File: config.mk
export PLATFORM = sky130hd
export DESIGN_NAME = line_window_clipper
export DESIGN_NICKNAME = d
export VERILOG_FILES = /design/src/hdl/lwc_pkg.sv /design/src/hdl/line_window_clipper.sv /design/src/hdl/lwc_front.sv /design/src/hdl/lwc_div.sv /design/src/hdl/lwc_back.sv
export VERILOG_INCLUDE_DIRS = /design/src /design/src/hdl
export SDC_FILE = /design/constraint.sdc
export NUM_CORES = 2
export LEC_CHECK = 0
export ABC_AREA = 1
export BUFFER_PORTS_ARGS = -buffer_cell sky130_fd_sc_hd__buf_2
export CAP_MARGIN = 20
export CORE_MARGIN = 1.5
export CORE_UTILIZATION = 60
export DETAILED_ROUTE_END_ITERATION = 7
export GPL_TIMING_DRIVEN = 0
export PLACE_DENSITY = 0.85
export SLEW_MARGIN = 20
export SYNTH_ARGS = -nofsm -noshare
export SYNTH_HDL_FRONTEND = slang
export SYNTH_SLANG_ARGS = --single-unit
File: constraint.sdc
create_clock -name clk -period 13.4 [get_ports clk]
set_clock_uncertainty 0.15 [all_clocks]
set_input_delay 2.68 -clock clk [delete_from_list [all_inputs] [get_ports clk]]
set_output_delay 2.68 -clock clk [all_outputs]
set_load 0.01 [all_outputs]
File: src/hdl/line_window_clipper_defines.svh
// Assertion macros for the line window clipper.
`ifndef LINE_WINDOW_CLIPPER_DEFINES_SVH
`define LINE_WINDOW_CLIPPER_DEFINES_SVH

// Implication checked on every rising edge outside reset.
`define LWC_ASSERT_IMP(label, ante, cons) \
    label: assert property (@(posedge clk) disable iff (!rst_n) (ante) |-> (cons)) \
        else $error("assertion failed");

// Next-cycle implication checked on every rising edge outside reset.
`define LWC_ASSERT_NEXT(label, ante, cons) \
    label: assert property (@(posedge clk) disable iff (!rst_n) (ante) |=> (cons)) \
        else $error("assertion failed");

`endif

File: src/hdl/lwc_pkg.sv
// ----------------------------------------------------------------------------
// lwc_pkg
// Shared types and constants of the line window clipper.
// ----------------------------------------------------------------------------
package lwc_pkg;

    localparam int CoordW = 16;
    localparam int WinW = 15;
    localparam int DiffW = 17;
    localparam int ProdW = 32;
    localparam int MaxClips = 4;
    localparam int QueueDepthDefault = 2;

    localparam logic [3:0] CodeLeft = 4'd1;
    localparam logic [3:0] CodeRight = 4'd2;
    localparam logic [3:0] CodeTop = 4'd4;
    localparam logic [3:0] CodeBottom = 4'd8;

    localparam logic [WinW-1:0] MaxXReset = 15'd319;
    localparam logic [WinW-1:0] MaxYReset = 15'd199;

    localparam logic [0:0] RegMaxX = 1'b0;
    localparam logic [0:0] RegMaxY = 1'b1;

    typedef struct packed {
        logic signed [CoordW-1:0] x1;
        logic signed [CoordW-1:0] y1;
        logic signed [CoordW-1:0] x2;
        logic signed [CoordW-1:0] y2;
        logic [3:0] c1;
        logic [3:0] c2;
    } seg_t;

    typedef struct packed {
        logic visible;
        logic signed [CoordW-1:0] x1;
        logic signed [CoordW-1:0] y1;
        logic signed [CoordW-1:0] x2;
        logic signed [CoordW-1:0] y2;
    } res_t;

    typedef enum logic [2:0] {
        ST_IDLE,
        ST_EVAL,
        ST_MUL,
        ST_DIV,
        ST_APPLY,
        ST_OUT
    } clip_state_t;

    function automatic logic [3:0] outcode(input logic signed [CoordW-1:0] x,
                                           input logic signed [CoordW-1:0] y,
                                           input logic [WinW-1:0] mx,
                                           input logic [WinW-1:0] my);
        logic [3:0] c;
        c = 4'd0;
        if (x < 0)
            c = c | CodeLeft;
        else if (x > $signed({1'b0, mx}))
            c = c | CodeRight;
        if (y < 0)
            c = c | CodeTop;
        else if (y > $signed({1'b0, my}))
            c = c | CodeBottom;
        return c;
    endfunction

endpackage

File: src/hdl/line_window_clipper.sv
// ----------------------------------------------------------------------------
// line_window_clipper
// Cohen-Sutherland clipper of one 16-bit segment to a programmable window.
// ----------------------------------------------------------------------------
// Channel   Direction  Handshake           Contents
// input     in         push / full         start_x start_y end_x end_y
// result    out        pop / empty         visible clip_* endpoints
// config    in         APB psel/penable    window_max_x @0, window_max_y @4
//
// Each clipping round uses the 32-step serial divider; a segment takes up
// to four rounds.
// A two-entry queue lets new segments enter while one is clipped.
// Reset is asynchronous; it clears the queue and the sequencer and sets the window to 319 by 199.
// The result waits in its register until popped.
// ----------------------------------------------------------------------------
`include "line_window_clipper_defines.svh"

module line_window_clipper
    import lwc_pkg::*;
#(
    parameter int QueueDepth = QueueDepthDefault
)(
    input  logic                     clk,
    input  logic                     rst_n,
    input  logic                     push,
    output logic                     full,
    input  logic signed [CoordW-1:0] start_x,
    input  logic signed [CoordW-1:0] start_y,
    input  logic signed [CoordW-1:0] end_x,
    input  logic signed [CoordW-1:0] end_y,
    output logic                     empty,
    input  logic                     pop,
    output logic                     visible,
    output logic signed [CoordW-1:0] clip_start_x,
    output logic signed [CoordW-1:0] clip_start_y,
    output logic signed [CoordW-1:0] clip_end_x,
    output logic signed [CoordW-1:0] clip_end_y,
    input  logic                     psel,
    input  logic                     penable,
    input  logic                     pwrite,
    input  logic [2:0]               paddr,
    input  logic [31:0]              pwdata,
    output logic [31:0]              prdata,
    output logic                     pready
);

    logic [WinW-1:0] max_x_reg;
    logic [WinW-1:0] max_y_reg;
    logic            seg_valid;
    logic            seg_take;
    seg_t            seg;
    logic            res_valid;
    res_t            res;
    logic            wr_en;

    assign pready = 1'b1;
    assign wr_en = psel && penable && pwrite;
    assign prdata = (paddr[2] == RegMaxY) ? {17'd0, max_y_reg} : {17'd0, max_x_reg};

    always_ff @(posedge clk or negedge rst_n)
    begin
        if (!rst_n)
        begin
            max_x_reg <= MaxXReset;
            max_y_reg <= MaxYReset;
        end
        else if (wr_en && paddr[1:0] == 2'd0)
        begin
            if (paddr[2] == RegMaxX)
                max_x_reg <= pwdata[WinW-1:0];
            else
                max_y_reg <= pwdata[WinW-1:0];
        end
    end

    lwc_front #(.Depth(QueueDepth)) u_front (
        .clk       (clk),
        .rst_n     (rst_n),
        .push      (push),
        .full      (full),
        .start_x   (start_x),
        .start_y   (start_y),
        .end_x     (end_x),
        .end_y     (end_y),
        .max_x     (max_x_reg),
        .max_y     (max_y_reg),
        .seg_valid (seg_valid),
        .seg       (seg),
        .seg_take  (seg_take)
    );

    lwc_back u_back (
        .clk       (clk),
        .rst_n     (rst_n),
        .seg_valid (seg_valid),
        .seg       (seg),
        .seg_take  (seg_take),
        .max_x     (max_x_reg),
        .max_y     (max_y_reg),
        .res_valid (res_valid),
        .res       (res),
        .res_take  (pop)
    );

    assign empty = !res_valid;
    assign visible = res.visible;
    assign clip_start_x = res.x1;
    assign clip_start_y = res.y1;
    assign clip_end_x = res.x2;
    assign clip_end_y = res.y2;

    `LWC_ASSERT_IMP(a_reject_zero, !empty && !visible,
        clip_start_x == '0 && clip_start_y == '0 && clip_end_x == '0 && clip_end_y == '0)
    `LWC_ASSERT_NEXT(a_result_holds, !empty && !pop, !empty && $stable(visible))
    `LWC_ASSERT_IMP(a_take_when_valid, seg_take, seg_valid)

endmodule

File: src/hdl/lwc_front.sv
// ----------------------------------------------------------------------------
// lwc_front
// Accepts segments, computes outcodes and holds them in a short queue.
// ----------------------------------------------------------------------------
module lwc_front
    import lwc_pkg::*;
#(
    parameter int Depth = QueueDepthDefault
)(
    input  logic                     clk,
    input  logic                     rst_n,
    input  logic                     push,
    output logic                     full,
    input  logic signed [CoordW-1:0] start_x,
    input  logic signed [CoordW-1:0] start_y,
    input  logic signed [CoordW-1:0] end_x,
    input  logic signed [CoordW-1:0] end_y,
    input  logic [WinW-1:0]          max_x,
    input  logic [WinW-1:0]          max_y,
    output logic                     seg_valid,
    output seg_t                     seg,
    input  logic                     seg_take
);

    localparam int PtrW = (Depth > 1) ? $clog2(Depth) : 1;

    seg_t                 mem_reg [Depth];
    logic [PtrW-1:0]      wr_ptr_reg;
    logic [PtrW-1:0]      wr_ptr_next;
    logic [PtrW-1:0]      rd_ptr_reg;
    logic [PtrW-1:0]      rd_ptr_next;
    logic [$clog2(Depth+1)-1:0] count_reg;
    logic [$clog2(Depth+1)-1:0] count_next;
    seg_t                 new_seg;
    logic                 do_push;
    logic                 do_pop;

    assign full = (count_reg == Depth[$clog2(Depth+1)-1:0]);
    assign seg_valid = (count_reg != '0);
    assign seg = mem_reg[rd_ptr_reg];
    assign do_push = push && !full;
    assign do_pop = seg_take && seg_valid;

    always_comb
    begin
        new_seg.x1 = start_x;
        new_seg.y1 = start_y;
        new_seg.x2 = end_x;
        new_seg.y2 = end_y;
        new_seg.c1 = outcode(start_x, start_y, max_x, max_y);
        new_seg.c2 = outcode(end_x, end_y, max_x, max_y);
    end

    always_comb
    begin
        wr_ptr_next = wr_ptr_reg;
        rd_ptr_next = rd_ptr_reg;
        count_next = count_reg;
        if (do_push)
            wr_ptr_next = (wr_ptr_reg == PtrW'(Depth - 1)) ? '0 : wr_ptr_reg + 1'b1;
        if (do_pop)
            rd_ptr_next = (rd_ptr_reg == PtrW'(Depth - 1)) ? '0 : rd_ptr_reg + 1'b1;
        if (do_push && !do_pop)
            count_next = count_reg + 1'b1;
        else if (!do_push && do_pop)
            count_next = count_reg - 1'b1;
    end

    always_ff @(posedge clk or negedge rst_n)
    begin
        if (!rst_n)
        begin
            wr_ptr_reg <= '0;
            rd_ptr_reg <= '0;
            count_reg <= '0;
        end
        else
        begin
            wr_ptr_reg <= wr_ptr_next;
            rd_ptr_reg <= rd_ptr_next;
            count_reg <= count_next;
        end
    end

    always_ff @(posedge clk)
    begin
        if (do_push)
            mem_reg[wr_ptr_reg] <= new_seg;
    end

endmodule

File: src/hdl/lwc_div.sv
// ----------------------------------------------------------------------------
// lwc_div
// Serial signed divider, one quotient bit per cycle, truncating toward zero.
// ----------------------------------------------------------------------------
module lwc_div
    import lwc_pkg::*;
(
    input  logic                    clk,
    input  logic                    rst_n,
    input  logic                    start,
    input  logic signed [ProdW-1:0] dividend,
    input  logic signed [DiffW-1:0] divisor,
    output logic                    done,
    output logic signed [ProdW-1:0] quotient
);

    localparam int CntW = $clog2(ProdW + 1);

    logic [ProdW-1:0] num_reg;
    logic [ProdW-1:0] quo_reg;
    logic [DiffW:0]   rem_reg;
    logic [DiffW-1:0] den_reg;
    logic             neg_reg;
    logic             zero_reg;
    logic [CntW-1:0]  cnt_reg;
    logic             busy_reg;
    logic [DiffW:0]   trial;
    logic [DiffW:0]   shifted;

    assign shifted = {rem_reg[DiffW-1:0], num_reg[ProdW-1]};
    assign trial = shifted - {1'b0, den_reg};
    assign done = !busy_reg && !start;
    assign quotient = zero_reg ? '0 : (neg_reg ? -$signed(quo_reg) : $signed(quo_reg));

    always_ff @(posedge clk or negedge rst_n)
    begin
        if (!rst_n)
        begin
            busy_reg <= 1'b0;
            cnt_reg <= '0;
        end
        else if (start)
        begin
            busy_reg <= 1'b1;
            cnt_reg <= CntW'(ProdW);
        end
        else if (busy_reg)
        begin
            cnt_reg <= cnt_reg - 1'b1;
            if (cnt_reg == CntW'(1))
                busy_reg <= 1'b0;
        end
    end

    always_ff @(posedge clk)
    begin
        if (start)
        begin
            num_reg <= dividend[ProdW-1] ? ProdW'(-dividend) : ProdW'(dividend);
            den_reg <= divisor[DiffW-1] ? DiffW'(-divisor) : DiffW'(divisor);
            neg_reg <= dividend[ProdW-1] ^ divisor[DiffW-1];
            zero_reg <= (divisor == '0);
            rem_reg <= '0;
            quo_reg <= '0;
        end
        else if (busy_reg)
        begin
            num_reg <= {num_reg[ProdW-2:0], 1'b0};
            if (!trial[DiffW])
            begin
                rem_reg <= trial;
                quo_reg <= {quo_reg[ProdW-2:0], 1'b1};
            end
            else
            begin
                rem_reg <= shifted;
                quo_reg <= {quo_reg[ProdW-2:0], 1'b0};
            end
        end
    end

endmodule

File: src/hdl/lwc_back.sv
// ----------------------------------------------------------------------------
// lwc_back
// Runs the clipping rounds of one segment and holds its result.
// ----------------------------------------------------------------------------
module lwc_back
    import lwc_pkg::*;
(
    input  logic            clk,
    input  logic            rst_n,
    input  logic            seg_valid,
    input  seg_t            seg,
    output logic            seg_take,
    input  logic [WinW-1:0] max_x,
    input  logic [WinW-1:0] max_y,
    output logic            res_valid,
    output res_t            res,
    input  logic            res_take
);

    clip_state_t              state_reg;
    clip_state_t              state_next;
    seg_t                     cur_reg;
    res_t                     res_reg;
    logic [2:0]               round_reg;
    logic signed [DiffW-1:0]  da_reg;
    logic signed [DiffW-1:0]  dn_reg;
    logic signed [DiffW-1:0]  dd_reg;
    logic signed [CoordW-1:0] base_reg;
    logic signed [CoordW-1:0] edge_reg;
    logic                     horiz_reg;
    logic [3:0]               oc;
    logic                     accept_now;
    logic                     reject_now;
    logic                     div_start;
    logic                     div_done;
    logic signed [ProdW-1:0]  quo;
    logic signed [CoordW-1:0] newc;
    logic signed [CoordW-1:0] nx;
    logic signed [CoordW-1:0] ny;
    logic signed [2*DiffW-1:0] full_prod;

    assign oc = (cur_reg.c1 != 4'd0) ? cur_reg.c1 : cur_reg.c2;
    assign accept_now = ((cur_reg.c1 | cur_reg.c2) == 4'd0);
    assign reject_now = ((cur_reg.c1 & cur_reg.c2) != 4'd0) ||
                        (round_reg == 3'(MaxClips));
    assign full_prod = da_reg * dn_reg;
    assign newc = base_reg + CoordW'(quo);
    assign nx = horiz_reg ? newc : edge_reg;
    assign ny = horiz_reg ? edge_reg : newc;
    assign res_valid = (state_reg == ST_OUT);
    assign res = res_reg;

    lwc_div u_div (
        .clk      (clk),
        .rst_n    (rst_n),
        .start    (div_start),
        .dividend (ProdW'(full_prod)),
        .divisor  (dd_reg),
        .done     (div_done),
        .quotient (quo)
    );

    always_comb
    begin
        state_next = state_reg;
        case (state_reg)
            ST_IDLE:  if (seg_valid) state_next = ST_EVAL;
            ST_EVAL:  if (accept_now || reject_now) state_next = ST_OUT;
                      else state_next = ST_MUL;
            ST_MUL:   state_next = ST_DIV;
            ST_DIV:   if (div_done) state_next = ST_APPLY;
            ST_APPLY: state_next = ST_EVAL;
            ST_OUT:   if (res_take) state_next = ST_IDLE;
            default:  state_next = ST_IDLE;
        endcase
    end

    always_comb
    begin
        seg_take = 1'b0;
        div_start = 1'b0;
        case (state_reg)
            ST_IDLE: seg_take = seg_valid;
            ST_MUL:  div_start = 1'b1;
            default: ;
        endcase
    end

    always_ff @(posedge clk or negedge rst_n)
    begin
        if (!rst_n)
            state_reg <= ST_IDLE;
        else
            state_reg <= state_next;
    end

    always_ff @(posedge clk)
    begin
        case (state_reg)
            ST_IDLE:
            begin
                cur_reg <= seg;
                round_reg <= '0;
            end
            ST_EVAL:
            begin
                if (accept_now)
                    res_reg <= {1'b1, cur_reg.x1, cur_reg.y1, cur_reg.x2, cur_reg.y2};
                else if (reject_now)
                    res_reg <= '0;
                else if ((oc & (CodeBottom | CodeTop)) != 4'd0)
                begin
                    horiz_reg <= 1'b1;
                    base_reg <= cur_reg.x1;
                    da_reg <= DiffW'(cur_reg.x2) - DiffW'(cur_reg.x1);
                    dd_reg <= DiffW'(cur_reg.y2) - DiffW'(cur_reg.y1);
                    if ((oc & CodeBottom) != 4'd0)
                    begin
                        edge_reg <= $signed({1'b0, max_y});
                        dn_reg <= $signed({2'b0, max_y}) - DiffW'(cur_reg.y1);
                    end
                    else
                    begin
                        edge_reg <= '0;
                        dn_reg <= -DiffW'(cur_reg.y1);
                    end
                end
                else
                begin
                    horiz_reg <= 1'b0;
                    base_reg <= cur_reg.y1;
                    da_reg <= DiffW'(cur_reg.y2) - DiffW'(cur_reg.y1);
                    dd_reg <= DiffW'(cur_reg.x2) - DiffW'(cur_reg.x1);
                    if ((oc & CodeRight) != 4'd0)
                    begin
                        edge_reg <= $signed({1'b0, max_x});
                        dn_reg <= $signed({2'b0, max_x}) - DiffW'(cur_reg.x1);
                    end
                    else
                    begin
                        edge_reg <= '0;
                        dn_reg <= -DiffW'(cur_reg.x1);
                    end
                end
            end
            ST_MUL: ;
            ST_DIV: ;
            ST_APPLY:
            begin
                round_reg <= round_reg + 1'b1;
                if (cur_reg.c1 != 4'd0)
                begin
                    cur_reg.x1 <= nx;
                    cur_reg.y1 <= ny;
                    cur_reg.c1 <= outcode(nx, ny, max_x, max_y);
                end
                else
                begin
                    cur_reg.x2 <= nx;
                    cur_reg.y2 <= ny;
                    cur_reg.c2 <= outcode(nx, ny, max_x, max_y);
                end
            end
            default: ;
        endcase
    end

endmodule

==> metrics.cfg <==
[drt]
wl_per_cell_um = 20.6
vias = 34200
wirelength_met1_um = 44800
via_per_inst = 5.73
drt-total-wl_um = 123000
post-route-drc-count = 0
postRouteAntennaNets = 0
met3_length_um = 10200
firstDrtPassIters = 8
wl_met2_um = 58100
drtIter0Drc = 3507
topRoutingLayerUsed = met5

[global_route]
antenna_found_initial = 2
grt_pass1_wl_um = 186000
grt_pass1_vias = 33700
grt_max_degree = 45
overflow = 0
grt_usage_pct = 36.3

[sta]
post-route-min-period_ns = 7.93
hold_viol_final = 0
worst_pin_slew_ns = 1.04
maxSlewHeadroom_pct = 30.7
min_period_over_period_pct = 59.2
finalSetupTns_ns = 0
rsz0062_at_grt = false
setup_viol = 0
max_freq_mhz = 126
slew_viol_final = 0

[status]
status = completed

[place]
port_buffers = 170
gp_congestion = 1.02
dp_hpwl_um = 99100

[clocking]
postCtsSetupRepairBufs = 0
cts_buffers = 52
cts_resized = 0
htreeDepth = 2
clock_latency_ns = 0.69
tritoncts = built
clock-sinks = 483
ctsHoldBuffers = 0
path_clk_slew_ns = 0.06
clk_path_buf_depth = 3
cts_root_buf = clkbuf_16

[logic_synthesis]
synth_top_cell_area_share_pct = 30.5
async_flop_share_pct = 9.11
synth-warning-count = 0
syn-instance-count = 4811
synth-seq-area-share_pct = 35.0
synth_top_cell_by_area = edfxtp_1
synth_cell_types = 64
synth-edff-count = 406
synth_flop_cell = edfxtp_1
syn_area_per_cell_um2 = 8.30
ys_ff_latch = 483
synth_top_cells_by_count = nand2_1 (1315), inv_1 (909), edfxtp_1 (406)
synthTopCellsByArea = edfxtp_1 (31%), fa_1 (14%), nand2_1 (12%), ha_1 (8.8%), inv_1 (8.5%)
synthesis.area_um2 = 39900
yosysMostFrequentCell = nand2_1

[layout]
fin_nets = 5742
diodes = 0
nFillCells = 5312
syn2layout_area_growth_pct = 10.7
drive_gt1_share_pct = 7.83
largest_reg_flops = 136

[die]
die_w_um = 261
die_h_um = 261
io_pins = 206
rows = 94
core_um2 = 65900
dieArea_um2 = 68100
start_util_pct = 60.6

[setup_path]
cp_slowest_stage_delay_ns = 0.60
r2r_slack_ns = 5.47
worst_path_max_delay_cell = fa_1
cp.required_ns = 13.57
worstPathArrival_ns = 8.10
startpoint = u_back.da_reg[16]
worstSetupStartpointType = flip-flop
cp_max_fo = 10
crit_top_cell = fa_1
critPathCaptureType = flip-flop
crit_end = u_back.u_div.num_reg[29]
reg2reg_depth = 24
r2r-start = u_back.da_reg[16]
r2r_end = u_back.u_div.num_reg[29]
setup.worst_path.class = reg2reg
critical_path.cell_chain = clkbuf_1, clkbuf_1, nand2_1, fa_1, inv_1, fa_1, inv_1, fa_1, fa_1, inv_1, fa_1, fa_1, ha_1, buf_2, a21oi_1, nand2_1, a21oi_1, nand3_2, a21oi_1, nand3_1, nand2_2, inv_1, o21ai_0, nand3_1

[run]
cap_violations = 0

[worst_hold_path]
hold_path_depth = 2
worstHoldPathType = reg2reg

==> metal layers <==
metal | up-vias | track usage, %
met5 | - | 0
li1 | 15800 | -
met2 | 1870 | 60.9
met3 | 487 | 5.04
met1 | 16100 | 43.5
met4 | 4 | 25.4
==> layout make-up <==
type	instances	area (um2)	area share, %
buffer	185	795	1.80
clock inverter	27	348	0.787
clock buffer	70	1480	3.35
sequential	483	14000	31.6
inverter	921	3460	7.82
tap	864	1080	2.44
multi-input combinational	3238	21800	49.4
timing repair buffer	186	1260	2.86
==> cell families (layout without fill, tap and decap cells) <==
kind of cell	count (synthesis)	after routing	share of synthesized area, %
flip-flops	483	483	35.0
AND/OR/NAND/NOR	1949	1949	20.2
buffers and inverters	1106	1389	10.6
adder cells (fa/ha/maj)	569	569	23.2
XOR/XNOR	122	122	2.71
multiplexers	2	2	0.0501
other	2	18	0.0188
AO/OA/AOI/OAI	578	578	8.18
==> metrics by stage <==
stage	cell area (um2)	instances	setup slack [ns]	utilization (%)	hold slack, ns
after detailed placement	42400	5877	5.58	64.4	0.300
after global routing	44200	5974	5.17	67.1	0.340
after global placement	41900	5861	5.54	63.7	0.294
final	44200	5974	5.47	67.1	0.312
after CTS	44200	5974	5.61	67.1	0.316
after floorplan	40000	4827	6.98	-	0.280
==> critical path, delay by kind of cell (launching register included) <==
family | cells | cell delay, ns
AO/OA/AOI/OAI | 4 | 0.95
adder cells (fa/ha/maj) | 7 | 3.47
buffers and inverters | 7 | 1.73
flip-flops | 1 | 0.33
AND/OR/NAND/NOR | 6 | 1.02
==> worst min-delay path by stage <==
stage,startpoint,to
detailed placement,u_back.u_div.quo_reg[0],u_back.u_div.quo_reg[1]
CTS,u_back.u_div.quo_reg[0],u_back.u_div.quo_reg[1]
global placement,u_back.u_div.quo_reg[0],u_back.u_div.quo_reg[1]
finish,u_back.u_div.quo_reg[0],u_back.u_div.quo_reg[1]
global route,u_back.u_div.quo_reg[0],u_back.u_div.quo_reg[1]
floorplan,u_back.u_div.quo_reg[0],u_back.u_div.quo_reg[1]
==> cell usage in the layout, fill, tap and decap left out, drive strengths merged, types with 5 or more instances in the layout <==
master | netlist | routed
dfstp | 12 | 12
clkbuf | 143 | 213
xor2 | 77 | 77
ha | 281 | 281
o22ai | 7 | 7
o32ai | 15 | 15
or2 | 15 | 15
dfrtp | 32 | 32
a32o | 5 | 5
nand3 | 163 | 163
o211ai | 10 | 10
fa | 288 | 288
o21ai | 243 | 243
a21oi | 197 | 197
inv | 914 | 917
clkinv | 7 | 23
nor3 | 60 | 60
o31ai | 25 | 25
nor2 | 296 | 296
o21bai | 5 | 5
nor4 | 7 | 7
a31oi | 16 | 16
dfxtp | 33 | 33
buf | 42 | 228
xnor2 | 45 | 45
a22oi | 16 | 16
nand4 | 60 | 60
edfxtp | 406 | 406
a21boi | 6 | 6
conb | 2 | 18
a21o | 10 | 10
nand3b | 7 | 7
nand2 | 1332 | 1332
Power is not shown: default switching activity piles up to over one toggle a cycle in this logic, so the estimate is an artifact.
